**src/sv/string_hash_intern_table_macros.svh**
```systemverilog
// Assertion macros for the string hash intern table.
// Used by the top level; no other dependencies.
`ifndef STRING_HASH_INTERN_TABLE_MACROS_SVH
`define STRING_HASH_INTERN_TABLE_MACROS_SVH

// Same-cycle implication, disabled while in reset.
`define STRHASH_ASSERT_IMP(label, clk, rst, ante, cons, msg) \
   label: assert property (@(posedge clk) disable iff (rst) (ante) |-> (cons)) \
      else $error(msg);

// Next-cycle implication, disabled while in reset.
`define STRHASH_ASSERT_NXT(label, clk, rst, ante, cons, msg) \
   label: assert property (@(posedge clk) disable iff (rst) (ante) |=> (cons)) \
      else $error(msg);

`endif

```
**src/sv/strhash_pkg.sv**
```systemverilog
// Shared types and constants for the string hash intern table.
// No dependencies.
`timescale 1ns / 1ps

package strhash_pkg;

   localparam int TABLE_DEPTH_DEF = 64;
   localparam int KEY_W           = 32;
   localparam int HANDLE_W        = 16;
   localparam int BYTE_W          = 8;
   localparam int SLOT_W          = 6;

   localparam logic [KEY_W-1:0] POS_A_INIT = 32'd23;
   localparam logic [KEY_W-1:0] POS_B_INIT = 32'd65537;

   localparam logic CMD_CHAR   = 1'b0;
   localparam logic CMD_DIRECT = 1'b1;

   typedef struct packed {
      logic                cmd;
      logic [BYTE_W-1:0]   char_byte;
      logic                last;
      logic [HANDLE_W-1:0] handle;
      logic [KEY_W-1:0]    given_key;
   } req_type;

   typedef struct packed {
      logic [HANDLE_W-1:0] result_handle;
      logic                found;
      logic [SLOT_W-1:0]   entry_index;
      logic                table_full;
      logic [KEY_W-1:0]    key_out;
   } rsp_type;

   // Search token that walks the cell chain.
   typedef struct packed {
      logic                vld;
      logic [KEY_W-1:0]    key;
      logic [HANDLE_W-1:0] handle;
      logic                hit;
      logic                ins;
      logic [SLOT_W-1:0]   slot;
   } probe_type;

endpackage

```
**src/sv/strhash_cell.sv**
```systemverilog
// One table slot: holds a key/handle pair and passes the search token on.
// Depends on strhash_pkg.
`timescale 1ns / 1ps

module strhash_cell #(
   parameter int CNT_W = 7,
   parameter int INDEX = 0
) (
   input  logic                   clock,
   input  logic                   reset,
   input  logic [CNT_W-1:0]       count,
   input  strhash_pkg::probe_type up_probe,
   output strhash_pkg::probe_type down_probe
);
   import strhash_pkg::*;

   localparam logic [CNT_W-1:0]  MY_INDEX = CNT_W'(INDEX);
   localparam logic [SLOT_W-1:0] MY_SLOT  = SLOT_W'(INDEX);

   logic [KEY_W-1:0]    key_ff;
   logic [HANDLE_W-1:0] handle_ff;
   probe_type           probe_ff, probe_in;
   logic                live, match, take;

   // Slots at or above count are empty; the first empty one takes a miss.
   assign live  = up_probe.vld && !up_probe.hit && !up_probe.ins;
   assign match = live && (MY_INDEX < count) && (key_ff == up_probe.key);
   assign take  = live && (MY_INDEX == count);

   always_comb begin
      probe_in = up_probe;
      if (match) begin
         probe_in.hit    = 1'b1;
         probe_in.slot   = MY_SLOT;
         probe_in.handle = handle_ff;
      end
      if (take) begin
         probe_in.ins  = 1'b1;
         probe_in.slot = MY_SLOT;
      end
   end

   always_ff @(posedge clock) begin
      if (take) begin
         key_ff    <= up_probe.key;
         handle_ff <= up_probe.handle;
      end
   end

   always_ff @(posedge clock) begin
      if (reset) begin
         probe_ff.vld <= 1'b0;
      end else begin
         probe_ff <= probe_in;
      end
   end

   assign down_probe = probe_ff;

endmodule

```
**config.mk**
```make
export PLATFORM = sky130hd
export DESIGN_NAME = strhash_cell
export DESIGN_NICKNAME = d
export VERILOG_FILES = /design/src/sv/string_hash_intern_table_macros.svh /design/src/sv/strhash_pkg.sv /design/src/sv/strhash_cell.sv
export SDC_FILE = /design/constraint.sdc
export NUM_CORES = 1
export LEC_CHECK = 0
export BUFFER_PORTS_ARGS = -buffer_cell sky130_fd_sc_hd__buf_2
export CORE_AREA = 4 4 93 95
export CTS_BUF_LIST = sky130_fd_sc_hd__clkbuf_8 sky130_fd_sc_hd__clkbuf_16
export DETAILED_ROUTE_END_ITERATION = 6
export DIE_AREA = 0 0 97 99
export PLACE_DENSITY_LB_ADDON = 0.25
export RECOVER_POWER = 100
export SETUP_SLACK_MARGIN = 0.4
export SKIP_CTS_REPAIR_TIMING = 1
export SLEW_MARGIN = 20
export SYNTH_ARGS = -nofsm -noshare
export SYNTH_HDL_FRONTEND = slang
export SYNTH_SLANG_ARGS = --single-unit
```
**constraint.sdc**
```tcl
create_clock -name clock -period 5.7 [get_ports clock]
set_clock_uncertainty 0.1 [all_clocks]
set_input_delay 1.14 -clock clock [delete_from_list [all_inputs] [get_ports clock]]
set_output_delay 1.14 -clock clock [all_outputs]
set_load 0.01 [all_outputs]
```
; Yosys cells after proc, flatten, opt, wreduce, memory -nomap -nowiden
; Index checks and enable logic that the tools add are counted.
[totals]
reg_bits = 105
in_bits = 66
output_inout_bits = 57
elab_cells = 20
[classes]
n_lt_le_gt_ge = 1
n_eq_ne = 1
n_mux = 1
reduce_logical = 9
[op_table]
columns = operator, n
row1 = $eq 32x32->1, 1
row2 = $mux 17, 1
row3 = $logic_not 7->1, 1
row4 = $lt 1x7->1 const A, 1
row5 = $logic_and 1x1->1, 5
row6 = $logic_not 1->1, 2
row7 = $reduce_or 2->1, 1

; Longest topological paths before layout
[depth]
ltp_word = 6
ltp_mapped = 6

; Worst setup path before layout
; OpenSTA, ideal clock, no wires.
[synth_path]
path_kind = input to register
startpoint = input port up_probe[7] (netlist name)
endpoint = register probe_ff, in the netlist down_probe[6] (data pin)
setup_time_ps = 147
t_arrival_ps = 4118
required_ps = 5453
slack_ps = 1335
path_stages = 3
path_buffers = 0
path_cell_list = or3b_4 > nor2_1 > or2_2
[synth_via]
elab_chain_cells = 4
[synth_rtl]
columns = item, line
row1 = "start, declared", strhash_cell.sv:12  ; input strhash_pkg::probe_type up_probe,
row2 = $logic_not 1->1, strhash_cell.sv:26  ; assign live = up_probe.vld && !up_probe.hit && !up_probe.ins;
row3 = $logic_and 1x1->1 (2 in a row), strhash_cell.sv:26
row4 = $logic_and 1x1->1, strhash_cell.sv:28  ; assign take = live && (MY_INDEX == count);
row5 = named net take, strhash_cell.sv:23  ; logic live, match, take;
row6 = "end signal, assigned", strhash_cell.sv:54  ; probe_ff <= probe_in;
row7 = "end, declared", strhash_cell.sv:22  ; probe_type probe_ff, probe_in;
; The timed path passes the listed nets, and every way through them passes these cells.
; A chain may end at the register's enable or synchronous reset.

==> PnR_summary.wiki <==
{| class="wikitable"
! Metric !! Value
|-
| Buffers on Ports || 122
|-
| Worst-case headroom to the max-slew limit || -0.569
|-
| Worst Setup End Kind || flip-flop
|-
| Via total after detailed routing || 2020
|-
| Post-synth top flop || sky130_fd_sc_hd__edfxtp_1
|-
| Type of the most critical hold path || flip-flop to flip-flop
|-
| Required time worst endpoint || 5.70 ns
|-
| Leakage power || 1.50 nW
|-
| Share of final-layout standard cells stronger than drive strength 1 || 0.116
|-
| Number of diodes added for antenna fixing || 0
|-
| Combined flip-flop and latch cell area || 3140 µm²
|-
| Proportion of synthesized flip-flops having asynchronous set or reset || 0
|-
| Clock slew seen by the registers of the worst setup and hold paths || 0.09 ns
|-
| Register-to-Register Setup Slack || 2.53 ns
|-
| Beginning of the worst hold path || handle_ff[12]
|-
| TritonCTS Buffers || 9
|-
| Maximum number of pins on one net before global-route repair || 57
|-
| Number of buffers on the longest clock path || 2
|-
| Average cell area after synthesis || 21.2 µm²
|-
| Period minus WS final || 3.91 ns
|-
| Type of element launching the critical path || input pin
|-
| Detailed-router iteration count before antenna repair || 4
|-
| Yosys warns || 0
|-
| Count of cells along the worst register-to-register path || 6
|-
| Cell count after synthesis || 182
|-
| Worst-Skew Late Latency || 0.35 ns
|-
| Routed Antenna Nets || 0
|-
| Wire length of the first global-routing pass || 10700 µm
|-
| Cell with the most instances after synthesis || sky130_fd_sc_hd__edfxtp_1
|-
| Share of the yosys chip area belonging to registers || 0.816
|-
| Worst endpoint data arrival time || 3.91 ns
|-
| I/O pin total || 123
|-
| Share of the synthesized area in the top cell type || 0.810
|-
| DRC marker count from the first detailed-route iteration || 64
|-
| Half-perimeter wire length of the detailed placement result || 4890 µm
|-
| Post-route DRC || 0
|-
| CTS HTree Levels || 3
|-
| Area grow syn2layout || 19.0%
|-
| Cell taking the most area after synthesis || sky130_fd_sc_hd__edfxtp_1
|-
| Drt wl/cell || 16.2 µm
|-
| Upper clock frequency limit || 256 MHz
|-
| Start of the worst register-to-register path || key_ff[22]
|-
| Cell row count || 32
|-
| Fin crit share || 0.687
|-
| Max rail drop VDD || 0.000172 V
|-
| Master cell of the clock root buffer || sky130_fd_sc_hd__clkbuf_8
|-
| Worst Hold Depth || 1
|-
| Combined global-route utilization of all metal layers || 0.145
|-
| Crit Reg-Reg Endpoint || down_probe[19]
|-
| Height of the chip || 99 µm
|-
| Total negative setup slack || 0 ns
|-
| Number of nets in the layout || 381
|-
| Vias per inst || 4.79
|-
| Slew @ Worst Pin || 2.34 ns
|-
| Total grt overflow || 0
|-
| Area used by multi-input combinational logic || 634 µm²
|-
| Unique masters post-synth || 22
|-
| Total wire length || 6830 µm
|-
| Area of the mapped netlist || 3850 µm²
|-
| Crit path kind || input pin to flip-flop
|-
| Number of endpoints with negative hold slack in the final report || 0
|-
| Critical path fanouts, max || 14
|-
| Most used standard cells in the synthesized netlist || sky130_fd_sc_hd__edfxtp_1 (104), sky130_fd_sc_hd__xor2_1 (30), sky130_fd_sc_hd__mux2_4 (10)
|-
| Clock tree from TritonCTS || built
|-
| Failing checks || max-capacitance violations, max-slew violations
|-
| Antenna violations before repair || 0
|-
| Final Max Tran Viols || 57
|-
| Synth Register Bits || 105
|-
| Die Wd || 97 µm
|-
| Number of clock sinks || 105
|-
| PnR Total Power || 0.00142 W
|-
| Endpoint of the worst hold path || down_probe[20]
|-
| Run status || finished, violations left
|-
| Number of filler instances in the final layout || 656
|-
| Setup repair after global routing missed its margin || no
|-
| Die Outline Area || 9600 µm²
|-
| Number of max-cap violations || 1
|-
| Vias in the first global route || 2093
|-
| Main area contributors after synthesis || sky130_fd_sc_hd__edfxtp_1 (81%), sky130_fd_sc_hd__xor2_1 (6.8%), sky130_fd_sc_hd__mux2_4 (3.9%)
|-
| Standard cell core area || 7730 µm²
|-
| Initial Util || 0.499
|-
| Routability-driven placement congestion ratio || 0.719
|-
| Count of flip-flops with a built-in enable after synthesis || 104
|-
| Setup violation total in the final timing report || 0
|-
| Number of nets in the synthesized netlist || 248
|-
| Power density cells || 309 nW/µm²
|}
## power breakdown
| group | leakage [nW] | internal, W | switching (W) | total, W |
|---|---|---|---|---|
| Sequential | 0.988 | 0.000885 | 0.00000856 | 0.000894 |
| Combinational | 0.421 | 0.0000343 | 0.0000591 | 0.0000935 |
| Clock | 0.0955 | 0.000199 | 0.000230 | 0.000429 |
## per-layer routing
layer | global-route usage | up-vias | share of wire
met3 | 0.0453 | 15 | 0.073
met4 | 0.0745 | 0 | 0.024
met5 | 0 | - | 0
met2 | 0.230 | 87 | 0.48
li1 | - | 970 | -
met1 | 0.181 | 948 | 0.42
## critical path: stages
cell                      delay, ns
sky130_fd_sc_hd__buf_2         0.11
sky130_fd_sc_hd__or3b_1        0.44
sky130_fd_sc_hd__nor4_1        0.38
sky130_fd_sc_hd__nand4_1       0.20
sky130_fd_sc_hd__nor3_1        0.88
sky130_fd_sc_hd__buf_4         0.38
sky130_fd_sc_hd__mux2_1        0.38
## flip-flops by register name, summed over array words and instances, names as in the netlist
name	flops
down_probe	57
handle_ff	16
key_ff	32
## how the worst max path moves through the flow
stage | startpoint | endpoint | slack [ns] | cells after the start
after floorplan | up_probe[7] | down_probe[6] | 1.34 | 3
after CTS | up_probe[7] | down_probe[8] | 2.41 | 7
after global placement | up_probe[46] | down_probe[8] | 2.09 | 7
final | up_probe[7] | down_probe[19] | 1.79 | 7
after detailed placement | up_probe[7] | down_probe[8] | 2.01 | 7
after global routing | up_probe[56] | down_probe[19] | 1.49 | 7
## through the flow
stage / hold WS (ns) / std cells / cell area [µm²] / setup slack, ns / util
after floorplan: 0.408 / 182 / 3850 / 1.34 / -
after global placement: 0.413 / 406 / 4590 / 2.09 / 0.594
after detailed placement: 0.425 / 406 / 4590 / 2.01 / 0.594
after CTS: 0.447 / 422 / 4770 / 2.41 / 0.618
after global routing: 0.455 / 422 / 4580 / 1.49 / 0.593
final: 0.440 / 422 / 4580 / 1.79 / 0.593
## cell usage in the layout, fill, tap and decap left out, drive strengths merged
cell,n
nor3,3
dfxtp,1
nor3b,6
buf,16
or3b,1
nor4,8
xor2,30
xnor2,2
bufinv,1
inv,1
nand3,1
nor2,1
nor2b,1
nand4,2
mux2,16
clkinvlp,2
edfxtp,104
clkinv,4
or2,2
clkbuf,117
nand2,1
## cells by family after synthesis
family                    after synthesis  share of synthesized area
xor gates and xnor gates               32                     0.0727
buffers and inverters                   3                    0.00779
DFF                                   105                      0.816
muxes                                  16                     0.0565
and+or+nand+nor                        26                     0.0474
## layout make-up
type / count / share of cell area
clock buffer: 9 / 0.0270
sequential: 105 / 0.686
inverter: 1 / 0.00109
tap: 102 / 0.0278
clock inverter: 7 / 0.0136
timing repair buffer: 124 / 0.106
multi-input combinational: 74 / 0.138
(Power assumes the default switching activity.)
