$ cat src/sv/string_hash_intern_table_macros.svh
// Assertion macros for the string hash intern table.
// Used by the top level; no other dependencies.
`ifndef STRING_HASH_INTERN_TABLE_MACROS_SVH
`define STRING_HASH_INTERN_TABLE_MACROS_SVH

// Same-cycle implication, disabled while in reset.
`define STRHASH_ASSERT_IMP(label, clk, rst, ante, cons, msg) \
   label: assert property (@(posedge clk) disable iff (rst) (ante) |-> (cons)) \
      else $error(msg);

// Next-cycle implication, disabled while in reset.
`define STRHASH_ASSERT_NXT(label, clk, rst, ante, cons, msg) \
   label: assert property (@(posedge clk) disable iff (rst) (ante) |=> (cons)) \
      else $error(msg);

`endif

$ cat src/sv/strhash_pkg.sv
// Shared types and constants for the string hash intern table.
// No dependencies.
`timescale 1ns / 1ps

package strhash_pkg;

   localparam int TABLE_DEPTH_DEF = 64;
   localparam int KEY_W           = 32;
   localparam int HANDLE_W        = 16;
   localparam int BYTE_W          = 8;
   localparam int SLOT_W          = 6;

   localparam logic [KEY_W-1:0] POS_A_INIT = 32'd23;
   localparam logic [KEY_W-1:0] POS_B_INIT = 32'd65537;

   localparam logic CMD_CHAR   = 1'b0;
   localparam logic CMD_DIRECT = 1'b1;

   typedef struct packed {
      logic                cmd;
      logic [BYTE_W-1:0]   char_byte;
      logic                last;
      logic [HANDLE_W-1:0] handle;
      logic [KEY_W-1:0]    given_key;
   } req_type;

   typedef struct packed {
      logic [HANDLE_W-1:0] result_handle;
      logic                found;
      logic [SLOT_W-1:0]   entry_index;
      logic                table_full;
      logic [KEY_W-1:0]    key_out;
   } rsp_type;

   // Search token that walks the cell chain.
   typedef struct packed {
      logic                vld;
      logic [KEY_W-1:0]    key;
      logic [HANDLE_W-1:0] handle;
      logic                hit;
      logic                ins;
      logic [SLOT_W-1:0]   slot;
   } probe_type;

endpackage

$ cat src/sv/strhash_hash.sv
// Character hash pipeline: weight multiply, byte multiply, accumulate.
// Depends on strhash_pkg.
`timescale 1ns / 1ps

module strhash_hash (
   input  logic                         clock,
   input  logic                         reset,
   input  logic                         start,
   input  logic [strhash_pkg::BYTE_W-1:0] char_byte,
   input  logic                         last,
   output logic                         done,
   output logic                         key_vld,
   output logic [strhash_pkg::KEY_W-1:0] key
);
   import strhash_pkg::*;

   // pa/pb track pos+23 and pos+65537 directly
   logic [KEY_W-1:0]  pa_ff, pb_ff, acc_ff;
   logic              s1_vld_ff, s2_vld_ff;
   logic              s1_last_ff, s2_last_ff;
   logic [BYTE_W-1:0] s1_byte_ff;
   logic [KEY_W-1:0]  weight_ff, prod_ff;
   logic [KEY_W-1:0]  weight_in, prod_in, sx, sum;

   assign weight_in = pa_ff * pb_ff;
   assign sx        = {{(KEY_W-BYTE_W){s1_byte_ff[BYTE_W-1]}}, s1_byte_ff};
   assign prod_in   = sx * weight_ff;
   assign sum       = acc_ff + prod_ff;

   always_ff @(posedge clock) begin
      if (reset) begin
         s1_vld_ff <= 1'b0;
         s2_vld_ff <= 1'b0;
         pa_ff     <= POS_A_INIT;
         pb_ff     <= POS_B_INIT;
         acc_ff    <= '0;
      end else begin
         s1_vld_ff <= start;
         s2_vld_ff <= s1_vld_ff;
         if (start) begin
            weight_ff  <= weight_in;
            s1_byte_ff <= char_byte;
            s1_last_ff <= last;
         end
         if (s1_vld_ff) begin
            prod_ff    <= prod_in;
            s2_last_ff <= s1_last_ff;
         end
         if (s2_vld_ff) begin
            if (s2_last_ff) begin
               acc_ff <= '0;
               pa_ff  <= POS_A_INIT;
               pb_ff  <= POS_B_INIT;
            end else begin
               acc_ff <= sum;
               pa_ff  <= pa_ff + 1'b1;
               pb_ff  <= pb_ff + 1'b1;
            end
         end
      end
   end

   assign done    = s2_vld_ff;
   assign key_vld = s2_vld_ff && s2_last_ff;
   assign key     = sum;

endmodule

$ cat config.mk
export PLATFORM = sky130hd
export DESIGN_NAME = strhash_hash
export DESIGN_NICKNAME = d
export VERILOG_FILES = /design/src/sv/string_hash_intern_table_macros.svh /design/src/sv/strhash_pkg.sv /design/src/sv/strhash_hash.sv
export SDC_FILE = /design/constraint.sdc
export NUM_CORES = 2
export LEC_CHECK = 0
export BUFFER_PORTS_ARGS = -buffer_cell sky130_fd_sc_hd__clkbuf_2
export CAP_MARGIN = 20
export CORE_UTILIZATION = 50
export CTS_CLUSTER_SIZE = 20
export DETAILED_ROUTE_END_ITERATION = 16
export GPL_TIMING_DRIVEN = 0
export PLACE_DENSITY = 0.68
export SYNTH_ARGS = -nofsm -noshare
export SYNTH_HDL_FRONTEND = slang
export SYNTH_SLANG_ARGS = --single-unit
$ cat constraint.sdc
create_clock -name clock -period 7.6 [get_ports clock]
set_input_delay 0.38 -clock clock [delete_from_list [all_inputs] [get_ports clock]]
set_output_delay 0.38 -clock clock [all_outputs]
set_load 0.005 [all_outputs]
Word level (Yosys, flattened, before mapping)
Index checks and enable logic that the tools add are counted.
- register bits: 172
- output and inout port bits: 34
- add/subtract/negate cells: 3
- multiply operators: 2
- muxes and demuxes: 3
- bitwise logic cells: 1
- reduce and logical (&&, ||, !) cells: 3
- operator list (kind ; count):
    2-to-1 mux 32 bit ; 3
    adder 32 x 1 -> 32 bit (second input constant) ; 2
    adder 32 bit ; 1
    multiplier 32 x 32 -> 32 bit ; 1
    multiplier 8 x 32 -> 32 bit ; 1
    AND reduction 2 bit ; 2
    logical AND 1 bit ; 1
    NOT 1 bit ; 1

Logic depth before layout (Yosys ltp)
- depth after elaboration: 2
- depth in mapped cells: 29
- mapped depth without buffers: 26

Worst setup path before layout
Ideal clock, no wire load.
- path type: reg-to-reg
- start point: register pb_ff[5]
- end point: register weight_ff[28], data pin
- library setup time: 266 ps
- data arrival time: 6679 ps
- required time: 7334 ps
- setup slack: 655 ps
- cell stages (with the launch flop): 24
- path buffers: 2
- clock period less this slack: 6945 ps
- cell sequence: dfxtp_1 -> clkbuf_1 -> clkbuf_1 -> nand2_1 -> fa_1 -> fa_1 -> inv_1 -> fa_1 -> inv_1 -> fa_1 -> fa_1 -> inv_1 -> ha_1 -> fa_1 -> fa_1 -> ha_1 -> and3_1 -> a221o_1 -> a21o_1 -> a21o_1 -> a211oi_1 -> nor2_1 -> o41ai_1 -> xnor2_1
- cells in the longest elaborated chain, start to end: 1
- RTL lines (what ; line ; RTL):
    start: declaration ; strhash_hash.sv:18 ; logic [KEY_W-1:0] pa_ff, pb_ff, acc_ff;
    start signal: assignment ; strhash_hash.sv:57 ; pb_ff <= pb_ff + 1'b1;
    multiplier 32 x 32 -> 32 bit ; strhash_hash.sv:25 ; assign weight_in = pa_ff * pb_ff;
    named net weight_in[28] ; strhash_hash.sv:23 ; logic [KEY_W-1:0] weight_in, prod_in, sx, sum;
    end signal: assignment ; strhash_hash.sv:41 ; weight_ff <= weight_in;
    end: declaration ; strhash_hash.sv:22 ; logic [KEY_W-1:0] weight_ff, prod_ff;
The timed path passes the listed nets, and every way through them passes these cells.
A chain may end at the register's enable or synchronous reset.

Worst setup path after layout
- start point: register pa_ff[0]
- end point: register weight_ff[30], data pin
- cells in the longest elaborated chain, start to end: 1
- RTL lines (what ; line ; RTL):
    start: declaration ; strhash_hash.sv:18 ;
    start signal: assignment ; strhash_hash.sv:56 ; pa_ff <= pa_ff + 1'b1;
    multiplier 32 x 32 -> 32 bit ; strhash_hash.sv:25 ;
    named net weight_in[30] ; strhash_hash.sv:23 ;
The timed path passes the listed nets, and every way through them passes these cells.

==> results.yml <==
worst_setup_path:
  r2r_setup_slack_ps: 90
  slowest_stage: "clkbuf_1"
  cp_common_cell: "fa_1"
  worstSetupPathType: "reg2reg"
  required_ps: 7820
  critPathLaunchType: "flop"
  critPathCaptureType: "flop"
  worstPathMaxFanout: 10
  cp_slowest_stage_delay_ps: 510
  arrival_ps: 7730
  worstPathCellList: "clkbuf_1 -> clkbuf_1 -> nand2_1 -> fa_1 -> inv_1 -> fa_1 -> fa_1 -> inv_1 -> fa_1 -> inv_1 -> ha_1 -> ha_1 -> fa_1 -> fa_1 -> ha_1 -> a21o_1 -> a221o_1 -> a21o_1 -> a21o_1 -> a211oi_4 -> o31ai_2 -> a221oi_2 -> xnor2_2"
floorplanning:
  die_y_microns: 250.6
  num_rows: 90
  boundaryPins: 46
  core-area_sq_um: 60700
  start_util: 0.5090
  fp.dieArea_sq_um: 62790
  fp.dieW_microns: 250.6
cts:
  holdBufCountCts: 0
  numClockSinks: 172
  root_buffer: "clkbuf_16"
  h-tree-depth: 4
  clkTransAtPathRegs_ps: 90
  cts_buffer_depth: 2
  cts_tree: "yes"
  insertion_delay_ps: 490
  numCtsBuffers: 17
hold_path:
  hp-class: "in2reg"
sta:
  fmax_mhz: 133.1
  clock_skew_ps: 19.62
  layout_min_cycle_time_ps: 7511
  fin_tns_setup_ps: 0
  setup_viol: 0
  report.final.hold_viol_count: 0
  fin_crit_sh: 0.9884
  max_slew_margin: 0.4616
  report.final.slew_viol_count: 0
  tightest_slew_ps: 804.6
global_route:
  use_met3: 0.05050
  grt_busiest_layer: "met2"
  met1_usage: 0.3477
  grt_pass1_wl_microns: 132200
  antenna_found_initial: 1
  grt_start_max_net_pins: 33
  track_usage: 0.2771
  grt_overflow: 0
  grtUsageMet2: 0.4677
  grt_pass1_vias: 23600
logic_synthesis:
  yosys_warnings: 0
  synth-seq-area-share: 0.1354
  syn_inst: 3393
  synth_top_area_frac: 0.3667
  synth_edf_count: 74
  async_reset_ff_frac: 0
  synth.avg_cell_area_sq_um: 9.106
  synthFlopType: "dfxtp_1"
  synth.distinct_cells: 65
  yosys-top-cells-area: "fa_1 (37%), ha_1 (9.0%), and2_1 (8.1%)"
  synth_nets: 4193
  synth_top_cell_by_area: "fa_1"
  mappedNetlistArea_sq_um: 30900
  ys_seq_elements: 172
placement:
  place_hpwl_microns: 68360
  gp_congestion: 0.9382
  port_buffers: 45
  post_dp_cell_area_sq_um: 32180
routing:
  finalWirelength_microns: 83420
  wl_per_cell_microns: 19.64
  via_per_inst: 5.374
  ant_nets: 0
  first_iter_violations: 1522
  drc: 0
  num_vias: 22820
  dr.pass1.iters: 5
pwr:
  p_leak_nw: 15.54
  cellPowerDensity_nw_per_um2: 151.2
  power.total_mw: 5.004
  ir_drop_mv: 0.1531
final_layout:
  stdcell_area_sq_um: 33100
  layout_commonest_cell: "inv_1"
  fin_nets: 4251
  syn_to_final_growth_pct: 7.143
  final_cell_mix: "inv_1 (624), fa_1 (566), and2_1 (398)"
  drive_gt1_frac: 0.05629
status:
  status: "finished clean"
job:
  max_cap_viol_count: 0
state kept, by name, indices dropped and copies added (netlist names):
name,count
s1_last_ff,1
pb_ff,32
acc_ff,32
done,1
s1_vld_ff,1
pa_ff,32
prod_ff,32
weight_ff,32
s2_last_ff,1
s1_byte_ff,8
cell type report:
| cell class | instances | area, sq um |
|---|---|---|
| antenna | 1 | 2.502 |
| buffer | 158 | 847.1 |
| clock buffer | 17 | 425.4 |
| clock inverter | 15 | 185.2 |
| fill | 5582 | 27590 |
| inverter | 624 | 2342 |
| multi-input combinational | 2427 | 23830 |
| sequential | 172 | 4203 |
| tap | 782 | 978.4 |
| timing repair buffer | 51 | 292.8 |
report_power, final:
group	total (mW)	internal [mW]	switching [mW]
Clock	0.944	0.447	0.497
Combinational	2.85	1.17	1.68
Sequential	1.21	1.16	0.0521
Total	5.00	2.77	2.23
cells in the mapped netlist, types with 3 or more instances:
library cell and count:
or4_1 3, nor2b_1 40, buf_1 7, o31ai_1 5, edfxtp_1 74, and2_1 398
a211o_1 6, nand4b_1 5, and3_1 28, fa_1 566, nor2_1 129, xor2_1 84
a31oi_1 12, a21o_1 53, o21a_1 18, nand2_1 397, nand3b_1 11, or3_1 6
nor3b_1 7, nand2b_1 43, nand4_1 21, nand3_1 33, clkbuf_1 163, o311ai_0 5
nor4b_1 4, ha_1 222, and4_1 11, o21ai_0 27, o221ai_1 5, or2_2 3
nor3_1 13, a21oi_1 85, xnor2_1 122, dfxtp_1 98, inv_1 624, a2111oi_0 3
o21bai_1 10, a311oi_1 8, o211ai_1 4, a211oi_1 7, nor4_1 4
metrics by stage:
stage                 util  setup slack [ps]  hold slack, ps  cells
floorplan                -             654.6           400.3   3393
global placement    0.5289             -1089           406.9   4220
detailed placement  0.5301             -1106           406.5   4225
CTS                 0.5429            0.6608           27.87   4249
global route        0.5454            -73.98           49.04   4246
finish              0.5454             88.54           61.69   4247
cell families after synthesis:
family                   after synthesis  synth area share
AO/OA/AOI/OAI                        273           0.05973
XOR/XNOR                             206           0.05839
flip-flops                           172            0.1354
buffers and inverters                794           0.09646
AND/OR/NAND/NOR                     1158            0.1927
adder cells (fa/ha/maj)              788            0.4566
multiplexers                           2         0.0006480
what timing repair did:
item,4_1_cts,5_1_grt
resized for setup,98,110
endpoints found under the hold margin,0,0
buffers inserted,0,1
pin swaps,0,3
endpoints found under the setup margin,13,8
critical path, delay by kind of cell (launching register included):
family	cells	cell delay, ps
fa+ha+maj	9	3640
flops	1	330
simple gates	1	140
buf+inv	5	990
compound gates	7	1960
xor+xnor	1	180
per-layer routing:
layer	wire, microns	up-vias	share of wire
met4	3644	2	0.044
li1	-	10470	-
met2	40580	675	0.49
met1	34120	11510	0.41
met3	5067	169	0.061
met5	13	-	0.00016
path summary, 6_finish.rpt:
kind,from,endpoint,cells past startpoint
setup reg to reg,pa_ff[0],weight_ff[30],23
hold / removal,char_byte[0],s1_byte_ff[0],1
hold reg to reg,s1_last_ff,s2_last_ff,0
setup / recovery,pa_ff[0],weight_ff[30],23
(Power assumes the default switching activity.)
